### src/tbw_pkg.sv
`timescale 1ns / 1ps

package tbw_pkg;

    localparam int COORD_BITS = 12;
    localparam int FRAC_BITS  = 16;
    localparam int W_BITS     = 32;

    // coordinate differences, products, cross product terms
    localparam int DIFF_W  = COORD_BITS + 1;
    localparam int PROD_W  = 2 * DIFF_W;
    localparam int CROSS_W = PROD_W + 1;
    // scaled numerator: (ux+uy) << FRAC_BITS
    localparam int NUM_W   = CROSS_W + 1 + FRAC_BITS;
    localparam int QS_W    = NUM_W + 2;
    localparam int LANES   = 3;

    localparam logic [W_BITS-1:0] ONE_W = W_BITS'(1) << FRAC_BITS;

    typedef struct packed {
        logic signed [CROSS_W-1:0] ux;
        logic signed [CROSS_W-1:0] uy;
        logic signed [CROSS_W-1:0] uz;
    } cross_t;

    typedef struct packed {
        logic                                deg;
        logic [LANES-1:0]                    neg;
        logic [CROSS_W-1:0]                  den;
        logic [LANES-1:0][CROSS_W-1:0]       rem;
        logic [LANES-1:0][NUM_W-1:0]         nq;
    } div_stage_t;

    // one restoring step: shift in next dividend bit, quotient bit to the lsb
    function automatic logic [CROSS_W+NUM_W-1:0] div_step(
        input logic [CROSS_W-1:0] rem,
        input logic [NUM_W-1:0]   nq,
        input logic [CROSS_W-1:0] den
    );
        logic [CROSS_W:0]   t;
        logic [CROSS_W:0]   d;
        logic               ge;
        logic [CROSS_W-1:0] rem_n;
        t     = {rem, nq[NUM_W-1]};
        d     = t - {1'b0, den};
        ge    = (t >= {1'b0, den});
        rem_n = ge ? d[CROSS_W-1:0] : t[CROSS_W-1:0];
        return {rem_n, nq[NUM_W-2:0], ge};
    endfunction

    function automatic logic [W_BITS-1:0] sat_w(input logic signed [QS_W-1:0] v);
        logic hi_same;
        hi_same = (v[QS_W-1:W_BITS-1] == {(QS_W-W_BITS+1){v[QS_W-1]}});
        if (hi_same) begin
            return v[W_BITS-1:0];
        end else if (v[QS_W-1]) begin
            return {1'b1, {(W_BITS-1){1'b0}}};
        end else begin
            return {1'b0, {(W_BITS-1){1'b1}}};
        end
    endfunction

endpackage

### src/tbw_queue.sv
`timescale 1ns / 1ps

module tbw_queue (
    input  logic            aclk,
    input  logic            aresetn,
    input  logic            wr_valid,
    output logic            wr_ready,
    input  tbw_pkg::cross_t wr_data,
    output logic            rd_valid,
    input  logic            rd_ready,
    output tbw_pkg::cross_t rd_data
);

    localparam int DEPTH = 4;
    localparam int AW    = $clog2(DEPTH);

    tbw_pkg::cross_t mem [DEPTH];
    logic [AW-1:0]   wp_reg, rp_reg;
    logic [AW:0]     cnt_reg;
    logic            wr_en, rd_en;

    assign wr_ready = (cnt_reg != (AW+1)'(DEPTH));
    assign rd_valid = (cnt_reg != '0);
    assign wr_en    = wr_valid && wr_ready;
    assign rd_en    = rd_valid && rd_ready;
    assign rd_data  = mem[rp_reg];

    always_ff @(posedge aclk) begin
        if (wr_en) mem[wp_reg] <= wr_data;
    end

    always_ff @(posedge aclk) begin
        if (!aresetn) begin
            wp_reg  <= '0;
            rp_reg  <= '0;
            cnt_reg <= '0;
        end else begin
            if (wr_en) wp_reg <= wp_reg + AW'(1);
            if (rd_en) rp_reg <= rp_reg + AW'(1);
            if (wr_en && !rd_en)      cnt_reg <= cnt_reg + (AW+1)'(1);
            else if (rd_en && !wr_en) cnt_reg <= cnt_reg - (AW+1)'(1);
        end
    end

endmodule

### config.mk
export PLATFORM = sky130hd
export DESIGN_NAME = tbw_queue
export DESIGN_NICKNAME = d
export VERILOG_FILES = /design/src/tbw_pkg.sv /design/src/tbw_queue.sv
export SDC_FILE = /design/constraint.sdc
export NUM_CORES = 1
export LEC_CHECK = 0
export BUFFER_PORTS_ARGS = -buffer_cell sky130_fd_sc_hd__buf_2
export CELL_PAD_IN_SITES_DETAIL_PLACEMENT = 0
export CELL_PAD_IN_SITES_GLOBAL_PLACEMENT = 1
export CORE_ASPECT_RATIO = 2
export CORE_UTILIZATION = 50
export CTS_CLUSTER_SIZE = 28
export DETAILED_ROUTE_END_ITERATION = 6
export HOLD_SLACK_MARGIN = 0.06
export PLACE_DENSITY_LB_ADDON = 0.1
export RECOVER_POWER = 50
export SYNTH_ARGS = -nofsm -noshare
export SYNTH_HDL_FRONTEND = slang
export SYNTH_SLANG_ARGS = --single-unit
### constraint.sdc
create_clock -name aclk -period 4.3 [get_ports aclk]
set_input_delay 0.645 -clock aclk [delete_from_list [all_inputs] [get_ports aclk]]
set_output_delay 0.645 -clock aclk [all_outputs]
set_load 0.1 [all_outputs]
[After elaboration in Yosys (flattened, before gate mapping)]
Memory sizes are Yosys's and may differ from the RTL's. A register that Yosys moved wholly into a read port is not among the register bits.
Index checks and enable logic that the tools add are counted.
Cells by class
  reductions and logical operators: 8
  eq/ne operators: 1
  add/subtract/negate cells: 4
  multiplexer cells: 6
Operators by type and width (number)
  $mux 3: 2
  $add 2x1->2 const B: 2
  $logic_and 1x1->1: 4
  $mux 2: 2
  $add 3x1->3 const B: 1
  $ne 3x3->1 const B: 1
  $reduce_bool 3->1: 1
  $sub 3x1->3 const B: 1
  $logic_not 1->1: 2
  $mux 1: 2
  $reduce_bool 2->1: 1
Storage, ports and cells
  input port bits: 85
  RAM bits: 324
  output and inout port bits: 83
  memories kept: 1
  logic and storage cells: 23
  bits in registers: 7
Memory list
  mem: words 4, width 81, rd ports 1, clocked after Yosys merged registers in 1, wr ports 1, RTL line tbw_queue.sv:17  | tbw_pkg::cross_t mem [DEPTH];

[Logic depth before layout (Yosys ltp)]
  depth after elaboration: 6
  gate-level depth with buffers: 8
  mapped depth without buffers: 8

[Least setup slack after synthesis]
OpenSTA, ideal clock, no wires.
  path kind: input-to-reg
  from: in wr_valid
  to: mem mem[0][0] (netlist bit) (enable)
  cell stages on the path: 2
  slack: 999 ps
  arrival: 2853 ps
  setup time: 448 ps
  path buffers: 0
  required time: 3852 ps
  path through: a21boi_2 and2_1
Between the ends
  cells in the longest elaborated chain, start to end: 3
RTL lines
  start: declaration: RTL line tbw_queue.sv:6  | input logic wr_valid,
  $logic_and 1x1->1: RTL line tbw_queue.sv:24  | assign wr_en = wr_valid && wr_ready;
  $mux 1: RTL line tbw_queue.sv:29  | if (wr_en) mem[wp_reg] <= wr_data;
  $mux 1 (not written as such): RTL line tbw_queue.sv:29
  end: declaration: RTL line tbw_queue.sv:17
No other way between the ends.

[Worst setup path in the final report]
  from: reg cnt_reg[0]
  to: mem mem[2][34] (netlist bit) (enable)
Between the ends
  cells in the longest elaborated chain, start to end: 4
RTL lines
  start: declaration: RTL line tbw_queue.sv:19  | logic [AW:0] cnt_reg;
  start signal: assignment: RTL line tbw_queue.sv:40  | if (wr_en && !rd_en) cnt_reg <= cnt_reg + (AW+1)'(1);
  start signal: assignment: RTL line tbw_queue.sv:41  | else if (rd_en && !wr_en) cnt_reg <= cnt_reg - (AW+1)'(1);
  $ne 3x3->1: RTL line tbw_queue.sv:22  | assign wr_ready = (cnt_reg != (AW+1)'(DEPTH));
  $logic_and 1x1->1: RTL line tbw_queue.sv:24
  via wr_en: RTL line tbw_queue.sv:20  | logic wr_en, rd_en;
  $mux 1: RTL line tbw_queue.sv:29
  $mux 1 (not written as such): RTL line tbw_queue.sv:29
The timed path passes the listed nets, and every way through them passes these cells.

==> summary.txt <==
Outcome
  • Outcome: completed

CTS
  • Cts repair resizes: 0
  • CTS sink cnt: 333
  • Clk slew on worst S/H paths: 0.06 ns
  • Post-CTS Setup Bufs: 0
  • Worst-Skew Late Latency: 0.54 ns
  • Number of H-tree levels: 1
  • CTS tree: yes
  • Longest Clk Path Bufs: 3
  • CTS buffer count: 29
  • CTS root buf: clkbuf_16
  • Hold Buf Count CTS: 0

Floorplanning
  • Initial core utilization: 51.2%
  • Ports: 168
  • Die Y: 223 um
  • Row cnt: 80
  • Die area: 0.0252 mm2
  • Core ar.: 0.0239 mm2
  • Die width: 113 um

Global route
  • Number of global-route vias before repair: 6047
  • Gr usage total: 18.9%
  • Largest net degree at the start of global routing: 54
  • First-pass GRT wire length: 35.0 mm
  • GRT overflow: 0
  • Initial antenna violation count: 2

Hold path
  • Worst hold path class: in2reg

Yosys
  • Synth Register Bits: 333
  • Synth Flop Type: edfxtp_1
  • Area fraction of the dominant cell type after synthesis: 79.4%
  • Syn Nets: 562
  • Post-Synthesis Cells: 471
  • Post-synthesis sequential area ratio: 80.9%
  • Mapped Area: 0.0122 mm2
  • Cell variety after synth: 23
  • Count leader, synth: edfxtp_1
  • Commonest cells in the netlist: 324 x edfxtp_1, 81 x mux4_2, 9 x dfxtp_1
  • Synth area leader: edfxtp_1
  • Synth warn: 0
  • Avg Inst Size Synth: 26.0 um2
  • Area contributors post-synth: edfxtp_1 79%, mux4_2 15%, dfxtp_1 1.5%
  • Fraction of registers with async set or reset after synthesis: 0%
  • EDFF count, synth: 324

Layout
  • Syn-to-layout area delta: 16.8%
  • Fillers: 1745
  • Max reg flops: 324
  • Final std cell area, no fill: 0.0143 mm2
  • Final core utilization: 59.8%
  • Layout cells sized above 1: 33.8%
  • Final nets: 753

Detailed routing
  • Via Count: 5435
  • DRC violations left: 0
  • Wire per inst: 23.5 um
  • Antenna-violating nets left: 0
  • Initial DRC count: 294
  • Vias per cell: 5.59
  • Final WL: 22.9 mm
  • DR pass1 iterations: 4

Critical path
  • Max incr delay on CP: 1.26 ns
  • Worst-path maximum fanout: 50
  • CP Buf/Inv Count: 1
  • Worst path slowest cell: and2_2
  • Startpoint types: register
  • Arr. time, crit path: 3.61 ns
  • Crit path max-delay family: simple AND/OR/NAND/NOR gates
  • CP Class: reg2reg
  • CP Cell Sequence: nor2_1, a21boi_0, and2_2, buf_4
  • CP Capture Type: register
  • CP required: 4.51 ns

Run
  • Max-Cap Viols: 0

Timing
  • Crit path time final: 3.39 ns
  • Slew headroom: 3.78%
  • Clock skew: 0.0106 ns
  • Fin crit share: 78.9%
  • Unrepaired setup endpoints after global routing: no
  • Worst-Margin Slew: 1.44 ns
  • Final hold vios: 0
  • Setup violations, final: 0
  • Achievable Freq: 0.295 GHz
  • Post-Route Setup TNS: 0 ns
  • Fin. max-slew vios: 0

Placed design
  • Cell Area, Placed: 0.0133 mm2
  • # port buffers: 167
  • Gpl congestion: 0.767
  • HPWL after detailed placement: 14.3 mm
[path summary, 6_finish.rpt]
kind                                   from    endpoint  slack [ns]  depth (start not counted)
worst min register to register    wp_reg[1]   wp_reg[1]        0.50                          2
worst min-delay path            wr_data[29]  mem[3][29]        0.36                          1
worst max-delay path             cnt_reg[0]  mem[2][34]        0.91                          4
worst max register to register   cnt_reg[0]  mem[2][34]        0.91                          4
[placed cells by master, fill, tap and decap left out]
cell,Yosys,routed
clkinv_4,0,1
clkinv_1,0,5
dfxtp_4,0,2
bufinv_16,0,9
inv_1,3,3
mux4_2,81,81
and2_4,0,3
o21ai_0,1,1
and2_0,0,3
a21boi_0,1,2
buf_12,8,1
clkinvlp_4,0,3
fa_1,1,1
diode_2,0,2
xor2_1,1,1
nor2b_1,1,1
nor2_1,1,1
clkbuf_16,0,29
o311ai_0,0,1
or3_1,2,2
xnor2_1,3,3
mux2i_1,3,3
and2_1,8,1
edfxtp_1,324,324
clkinv_2,0,5
o31ai_1,0,1
buf_4,0,11
dfxtp_1,9,7
nand2_1,5,5
buf_2,8,85
clkbuf_1,2,83
ha_1,5,5
and2_2,0,1
[kinds of logic (layout without fill, tap and decap cells)]
| family | count (synthesis) | after routing | synth area share, % |
|---|---|---|---|
| flops | 333 | 333 | 80.9 |
| mux | 84 | 84 | 15.1 |
| buf+inv | 22 | 235 | 1.88 |
| simple gates | 17 | 17 | 0.746 |
| fa+ha+maj | 6 | 6 | 0.674 |
| compound gates | 5 | 5 | 0.368 |
| xor+xnor | 4 | 4 | 0.286 |
| other cells | 0 | 2 | 0 |
[area by class of cell]
class / count / area [um2] / share of cell area [%]
clock buffer: 30 / 729 / 5.10
inverter: 3 / 11.3 / 0.0787
antenna: 2 / 5.00 / 0.0350
multi-input combinational: 116 / 2110 / 14.7
timing repair buffer: 179 / 836 / 5.84
tap: 287 / 359 / 2.51
clock inverter: 23 / 345 / 2.41
sequential: 333 / 9920 / 69.3
[layer usage]
layer  track usage (%)  share of wire, %  up-vias
met5                 0                 0        -
met3              3.42               5.0       34
met1              21.0                35     2865
met2              35.4                58      142
met4              7.10               2.5        0
li1                  -                 -     2394
[stage by stage]
step	setup WS, ns	hold WS [ns]	std cells
finish	0.906	0.357	973
CTS	0.800	0.287	971
floorplan	0.999	0.468	471
global route	0.501	0.344	973
detailed placement	1.39	0.503	918
global placement	1.40	0.475	918
Power is left out: the tool's default activity adds up to more than one toggle a clock period on the data nets, which glitch-free logic cannot reach.
