==> src/tbw_pkg.sv <==
`timescale 1ns / 1ps

package tbw_pkg;

    localparam int COORD_BITS = 12;
    localparam int FRAC_BITS  = 16;
    localparam int W_BITS     = 32;

    // coordinate differences, products, cross product terms
    localparam int DIFF_W  = COORD_BITS + 1;
    localparam int PROD_W  = 2 * DIFF_W;
    localparam int CROSS_W = PROD_W + 1;
    // scaled numerator: (ux+uy) << FRAC_BITS
    localparam int NUM_W   = CROSS_W + 1 + FRAC_BITS;
    localparam int QS_W    = NUM_W + 2;
    localparam int LANES   = 3;

    localparam logic [W_BITS-1:0] ONE_W = W_BITS'(1) << FRAC_BITS;

    typedef struct packed {
        logic signed [CROSS_W-1:0] ux;
        logic signed [CROSS_W-1:0] uy;
        logic signed [CROSS_W-1:0] uz;
    } cross_t;

    typedef struct packed {
        logic                                deg;
        logic [LANES-1:0]                    neg;
        logic [CROSS_W-1:0]                  den;
        logic [LANES-1:0][CROSS_W-1:0]       rem;
        logic [LANES-1:0][NUM_W-1:0]         nq;
    } div_stage_t;

    // one restoring step: shift in next dividend bit, quotient bit to the lsb
    function automatic logic [CROSS_W+NUM_W-1:0] div_step(
        input logic [CROSS_W-1:0] rem,
        input logic [NUM_W-1:0]   nq,
        input logic [CROSS_W-1:0] den
    );
        logic [CROSS_W:0]   t;
        logic [CROSS_W:0]   d;
        logic               ge;
        logic [CROSS_W-1:0] rem_n;
        t     = {rem, nq[NUM_W-1]};
        d     = t - {1'b0, den};
        ge    = (t >= {1'b0, den});
        rem_n = ge ? d[CROSS_W-1:0] : t[CROSS_W-1:0];
        return {rem_n, nq[NUM_W-2:0], ge};
    endfunction

    function automatic logic [W_BITS-1:0] sat_w(input logic signed [QS_W-1:0] v);
        logic hi_same;
        hi_same = (v[QS_W-1:W_BITS-1] == {(QS_W-W_BITS+1){v[QS_W-1]}});
        if (hi_same) begin
            return v[W_BITS-1:0];
        end else if (v[QS_W-1]) begin
            return {1'b1, {(W_BITS-1){1'b0}}};
        end else begin
            return {1'b0, {(W_BITS-1){1'b1}}};
        end
    endfunction

endpackage

==> src/tbw_front.sv <==
`timescale 1ns / 1ps

module tbw_front (
    input  logic                                  aclk,
    input  logic                                  aresetn,
    input  logic                                  in_valid,
    output logic                                  in_ready,
    input  logic signed [tbw_pkg::COORD_BITS-1:0] ax,
    input  logic signed [tbw_pkg::COORD_BITS-1:0] ay,
    input  logic signed [tbw_pkg::COORD_BITS-1:0] bx,
    input  logic signed [tbw_pkg::COORD_BITS-1:0] by_coord,
    input  logic signed [tbw_pkg::COORD_BITS-1:0] cx,
    input  logic signed [tbw_pkg::COORD_BITS-1:0] cy,
    input  logic signed [tbw_pkg::COORD_BITS-1:0] px,
    input  logic signed [tbw_pkg::COORD_BITS-1:0] py,
    output logic                                  out_valid,
    input  logic                                  out_ready,
    output tbw_pkg::cross_t                       out_cross
);

    localparam int DW = tbw_pkg::DIFF_W;
    localparam int PW = tbw_pkg::PROD_W;

    logic                 v1_reg, v2_reg;
    logic                 rdy1, rdy2;
    logic signed [DW-1:0] x0_reg, x1_reg, x2_reg, y0_reg, y1_reg, y2_reg;
    logic signed [PW-1:0] p_x1y2_reg, p_x2y1_reg, p_x2y0_reg, p_x0y2_reg;
    logic signed [PW-1:0] p_x0y1_reg, p_x1y0_reg;

    assign rdy2     = !v2_reg || out_ready;
    assign rdy1     = !v1_reg || rdy2;
    assign in_ready = rdy1;
    assign out_valid = v2_reg;

    always_ff @(posedge aclk) begin
        if (!aresetn) begin
            v1_reg <= 1'b0;
            v2_reg <= 1'b0;
        end else begin
            if (rdy1) v1_reg <= in_valid;
            if (rdy2) v2_reg <= v1_reg;
        end
    end

    // edge vectors
    always_ff @(posedge aclk) begin
        if (rdy1 && in_valid) begin
            x0_reg <= {cx[$high(cx)], cx} - {ax[$high(ax)], ax};
            x1_reg <= {bx[$high(bx)], bx} - {ax[$high(ax)], ax};
            x2_reg <= {ax[$high(ax)], ax} - {px[$high(px)], px};
            y0_reg <= {cy[$high(cy)], cy} - {ay[$high(ay)], ay};
            y1_reg <= {by_coord[$high(by_coord)], by_coord} - {ay[$high(ay)], ay};
            y2_reg <= {ay[$high(ay)], ay} - {py[$high(py)], py};
        end
    end

    // six partial products
    always_ff @(posedge aclk) begin
        if (rdy2 && v1_reg) begin
            p_x1y2_reg <= x1_reg * y2_reg;
            p_x2y1_reg <= x2_reg * y1_reg;
            p_x2y0_reg <= x2_reg * y0_reg;
            p_x0y2_reg <= x0_reg * y2_reg;
            p_x0y1_reg <= x0_reg * y1_reg;
            p_x1y0_reg <= x1_reg * y0_reg;
        end
    end

    assign out_cross.ux = {p_x1y2_reg[PW-1], p_x1y2_reg} - {p_x2y1_reg[PW-1], p_x2y1_reg};
    assign out_cross.uy = {p_x2y0_reg[PW-1], p_x2y0_reg} - {p_x0y2_reg[PW-1], p_x0y2_reg};
    assign out_cross.uz = {p_x0y1_reg[PW-1], p_x0y1_reg} - {p_x1y0_reg[PW-1], p_x1y0_reg};

endmodule

==> config.mk <==
export PLATFORM = sky130hd
export DESIGN_NAME = tbw_front
export DESIGN_NICKNAME = d
export VERILOG_FILES = /design/src/tbw_pkg.sv /design/src/tbw_front.sv
export SDC_FILE = /design/constraint.sdc
export NUM_CORES = 2
export LEC_CHECK = 0
export BUFFER_PORTS_ARGS = -buffer_cell sky130_fd_sc_hd__clkbuf_2
export CAP_MARGIN = 20
export CORE_MARGIN = 4
export CORE_UTILIZATION = 60
export DETAILED_ROUTE_END_ITERATION = 16
export PLACE_DENSITY = 0.88
export SYNTH_ARGS = -nofsm -noshare
export SYNTH_HDL_FRONTEND = slang
export SYNTH_SLANG_ARGS = --single-unit
==> constraint.sdc <==
create_clock -name aclk -period 21 [get_ports aclk]
set_clock_uncertainty 0.1 [all_clocks]
set_input_delay 3.15 -clock aclk [delete_from_list [all_inputs] [get_ports aclk]]
set_output_delay 3.15 -clock aclk [all_outputs]
set_load 0.03 [all_outputs]
Word level (Yosys, flattened, before mapping)
Index checks and enable logic that the tools add are counted.
- input port bits: 100
- memory bits (writable): 0
- word-level logic and storage cells: 35
- memories kept: 0
- bits in read-only memories: 0
- output and inout port bits: 83
- register bits after elaboration: 236
- bits in latches: 0
- equal/unequal tests: 0
- shifts and indexed selects: 0
- order comparisons: 0
- muxes and demuxes: 0
- reductions and logical operators: 6
- div/mod/pow operators: 0
- add/subtract/negate cells: 9
- bitwise gates (word level): 0
- multiply operators: 6
- operators with widths (kind ; count):
    13-bit by 13-bit multiplier with 26-bit output ; 6
    26-bit by 26-bit subtractor with 27-bit output ; 3
    12-bit by 12-bit subtractor with 13-bit output ; 6
    1-bit logical AND ; 2
    1-bit logical NOT ; 2
    1-bit logical OR ; 2

Depth between registers and ports, before layout
- depth in word-level cells: 4
- depth in mapped cells: 24
- gate-level depth less buffers: 23

Least setup slack after synthesis
OpenSTA, ideal clock, no wires.
- kind: in2reg
- start point: input out_ready
- end point: register p_x0y1_reg[0] (enable)
- setup time: 693 ps
- arrival: 10120 ps
- stages on the path: 2
- setup slack: 10087 ps
- buffers on the path: 0
- path through: nor2b_1 -> nor2b_1
- longest elaborated chain between the ends: 2
- RTL lines (item ; line ; text):
    from (decl) ; tbw_front.sv:17 ; input logic out_ready,
    1-bit logical OR ; tbw_front.sv:30 ; assign rdy2 = !v2_reg || out_ready;
    1-bit logical AND ; tbw_front.sv:59 ; if (rdy2 && v1_reg) begin
    to (signal assigned) ; tbw_front.sv:64 ; p_x0y1_reg <= x0_reg * y1_reg;
    to (decl) ; tbw_front.sv:28 ; logic signed [PW-1:0] p_x0y1_reg, p_x1y0_reg;
No other way between the ends.
A chain may end at the register's enable or synchronous reset.

Worst setup path in the final report
- start point: input out_ready
- end point: output in_ready
- longest elaborated chain between the ends: 2
- RTL lines (item ; line ; text):
    1-bit logical OR ; tbw_front.sv:30 ;
    1-bit logical OR ; tbw_front.sv:31 ; assign rdy1 = !v1_reg || rdy2;
    to (decl) ; tbw_front.sv:7 ; output logic in_ready,
No other way between the ends.

==> metrics.yaml <==
grt:
  grt_pass1_vias: 42300
  grt_pass1_wl_mm: 211
  grt_overflow: 0
  grt_max_degree: 76
  grt_use_total: 0.290
  antenna_found_initial: 4
detailed_routing:
  maxUsedRoutingLayer: "met5"
  drc: 0
  ant_nets: 0
  wl_met2_mm: 61.2
  wl_mm: 129
  drtPass1Iterations: 8
  drt-met1-wl_mm: 46.0
  via_count: 38600
  wl_per_cell_um: 19.1
  wl_met3_mm: 12.2
  avgViaCountPerCell: 5.73
  drt_iter0_drc: 3059
clock_network:
  numCtsBuffers: 30
  clockBufferDepth: 3
  clkLatencyLatePin_ns: 0.63
  post_cts_buffers: 0
  cts_hold_buf: 0
  cts.sinks: 236
  cts_max_level: 1
  root_buffer: "clkbuf_16"
  post_cts_resized: 0
  clk_pin_slew_ns: 0.07
  cts_tree: "yes"
synthesis:
  synthAdderAreaFrac: 0.510
  synth_area_per_cell_um2: 9.53
  synth_edf_count: 234
  synth_top_area_frac: 0.377
  ys_seq_area_frac: 0.136
  postSynthCellCount: 5464
  synthFlopType: "edfxtp_1"
  synth_xor_xnor_area_share: 0.0429
  synth_compound_area_frac: 0.0703
  synth.top_cells.by_area: "fa_1 38%, edfxtp_1 13%, ha_1 13%"
  syn-num-nets: 7097
  yosys.area.top_type: "fa_1"
  muxShareOfSynthArea: 0
  synth-simple-area-share: 0.141
  yosysWarningCount: 0
  synth_area_um2: 52100
  ys_seq_elements: 236
  synth_top_family_by_area: "adder cells"
  async_flop_share: 0
  ys_types: 81
floorplan:
  die_y_um: 303
  row_count: 107
  io_pins: 183
  core_um2: 85700
  die_w_um: 303
  dieArea_um2: 91600
  start_util: 0.608
cells_and_area:
  nets: 7199
  syn2layout_area_growth_pct: 6.30
  drive_above_1_share: 0.0583
  mostFrequentLayoutCells: "1221 x inv_1, 981 x fa_1, 579 x nand2_1, 552 x ha_1, 449 x and2_1"
  layout_commonest_cell: "inv_1"
  final_core_utilization: 0.646
timing:
  rsz0062_at_grt: "no"
  fin_ws_ns: 13.88
  hold_ws_ns: 0.451
  slew_headroom: 0.197
  fin_tns_setup_ns: 0
  period_needed_ns: 7.12
  finalMaxSlewViolations: 0
  setup_viol: 0
  finalCritPeriodShare: 0.339
  max_freq_ghz: 0.141
  hold_viol_final: 0
  tightestPinTransition_ns: 1.21
min_path:
  min_path_cells: 1
  min_path_type: "reg -> reg"
  holdPathEnd: "out_valid"
  min_from: "v1_reg"
setup_path:
  r2r_start: "y2_reg[2]"
  reg2reg_to: "p_x0y2_reg[25]"
  path_class: "in -> out"
  arrival_ns: 3.87
  regToRegSetupSlack_ns: 13.96
  worst_setup_path_end_kind: "primary output"
  crit_required_ns: 17.75
  crit_fanout: 4
  reg2reg_depth: 21
  worst_setup_path_start_kind: "primary input"
placed_design:
  dp_slack_ns: 13.88
  numPortBuffers: 182
  globalplace.congestion: 0.941
  dp_hpwl_mm: 102
job:
  cap_violations: 0
outcome:
  outcome: "completed"
-- synth_stat cells, drive strengths merged (3+ instances only) --
cell type / count
inv: 1221
fa: 981
nand2: 579
ha: 552
and2: 451
nor2: 241
edfxtp: 234
xnor2: 199
clkbuf: 163
a21oi: 135
o21ai: 120
a21o: 78
xor2: 56
nand2b: 50
nor2b: 45
o21a: 42
nor3: 41
nand3: 40
and3: 24
a211oi: 19
a21boi: 18
o21bai: 16
nand4: 12
or3: 12
o211ai: 11
o311ai: 10
o31a: 9
o31ai: 9
a31o: 8
a31oi: 8
a211o: 7
o41ai: 7
a2111oi: 6
a221oi: 4
a311o: 3
a311oi: 3
nand3b: 3
nor4: 3
o211a: 3
o221a: 3
or2: 3
or4: 3
-- critical path, cell delays in order --
cell      delay [ns]
clkbuf_2        0.08
nor2b_1         0.30
nand2_1         0.13
clkbuf_2        0.20
-- layer usage --
layer | global-route usage | up-vias
met5 | 0 | -
met2 | 0.483 | 1944
met1 | 0.348 | 19100
li1 | - | 17000
met3 | 0.0618 | 520
met4 | 0.174 | 4
-- cell type report --
cell class / instances / area (um^2)
Timing Repair Buffer: 234 / 1380
Inverter: 1222 / 4590
Multi-Input combinational cell: 3842 / 39800
Sequential cell: 236 / 7070
Clock inverter: 21 / 297
Clock buffer: 35 / 769
Fill cell: 6297 / 30300
Tap cell: 1144 / 1430
Antenna cell: 2 / 5.00
-- logic make-up after synthesis --
kind of cell	after synthesis
compound gates	541
xor+xnor	255
fa+ha+maj	1533
buf+inv	1386
flops	236
simple gates	1513
-- how the worst max path moves through the flow --
stage	start	to	slack, ns	cells past startpoint
6_report	out_ready	in_ready	13.88	4
5_1_grt	p_x0y2_reg[0]	out_cross[51]	13.72	12
4_1_cts	out_ready	in_ready	13.88	4
3_5_place_dp	out_ready	in_ready	13.88	4
3_3_place_gp	out_ready	in_ready	13.89	4
2_1_floorplan	out_ready	p_x0y1_reg[0]	10.09	2
-- metrics by stage --
| step | area (um^2) | cells |
|---|---|---|
| 2_1_floorplan | 52100 | 5464 |
| 5_1_grt | 55300 | 6734 |
| 3_5_place_dp | 54200 | 6673 |
| 4_1_cts | 55200 | 6729 |
| 3_3_place_gp | 54200 | 6673 |
| 6_report | 55400 | 6736 |
Power is not shown: default switching activity piles up to over one toggle a cycle in this logic, so the estimate is an artifact.
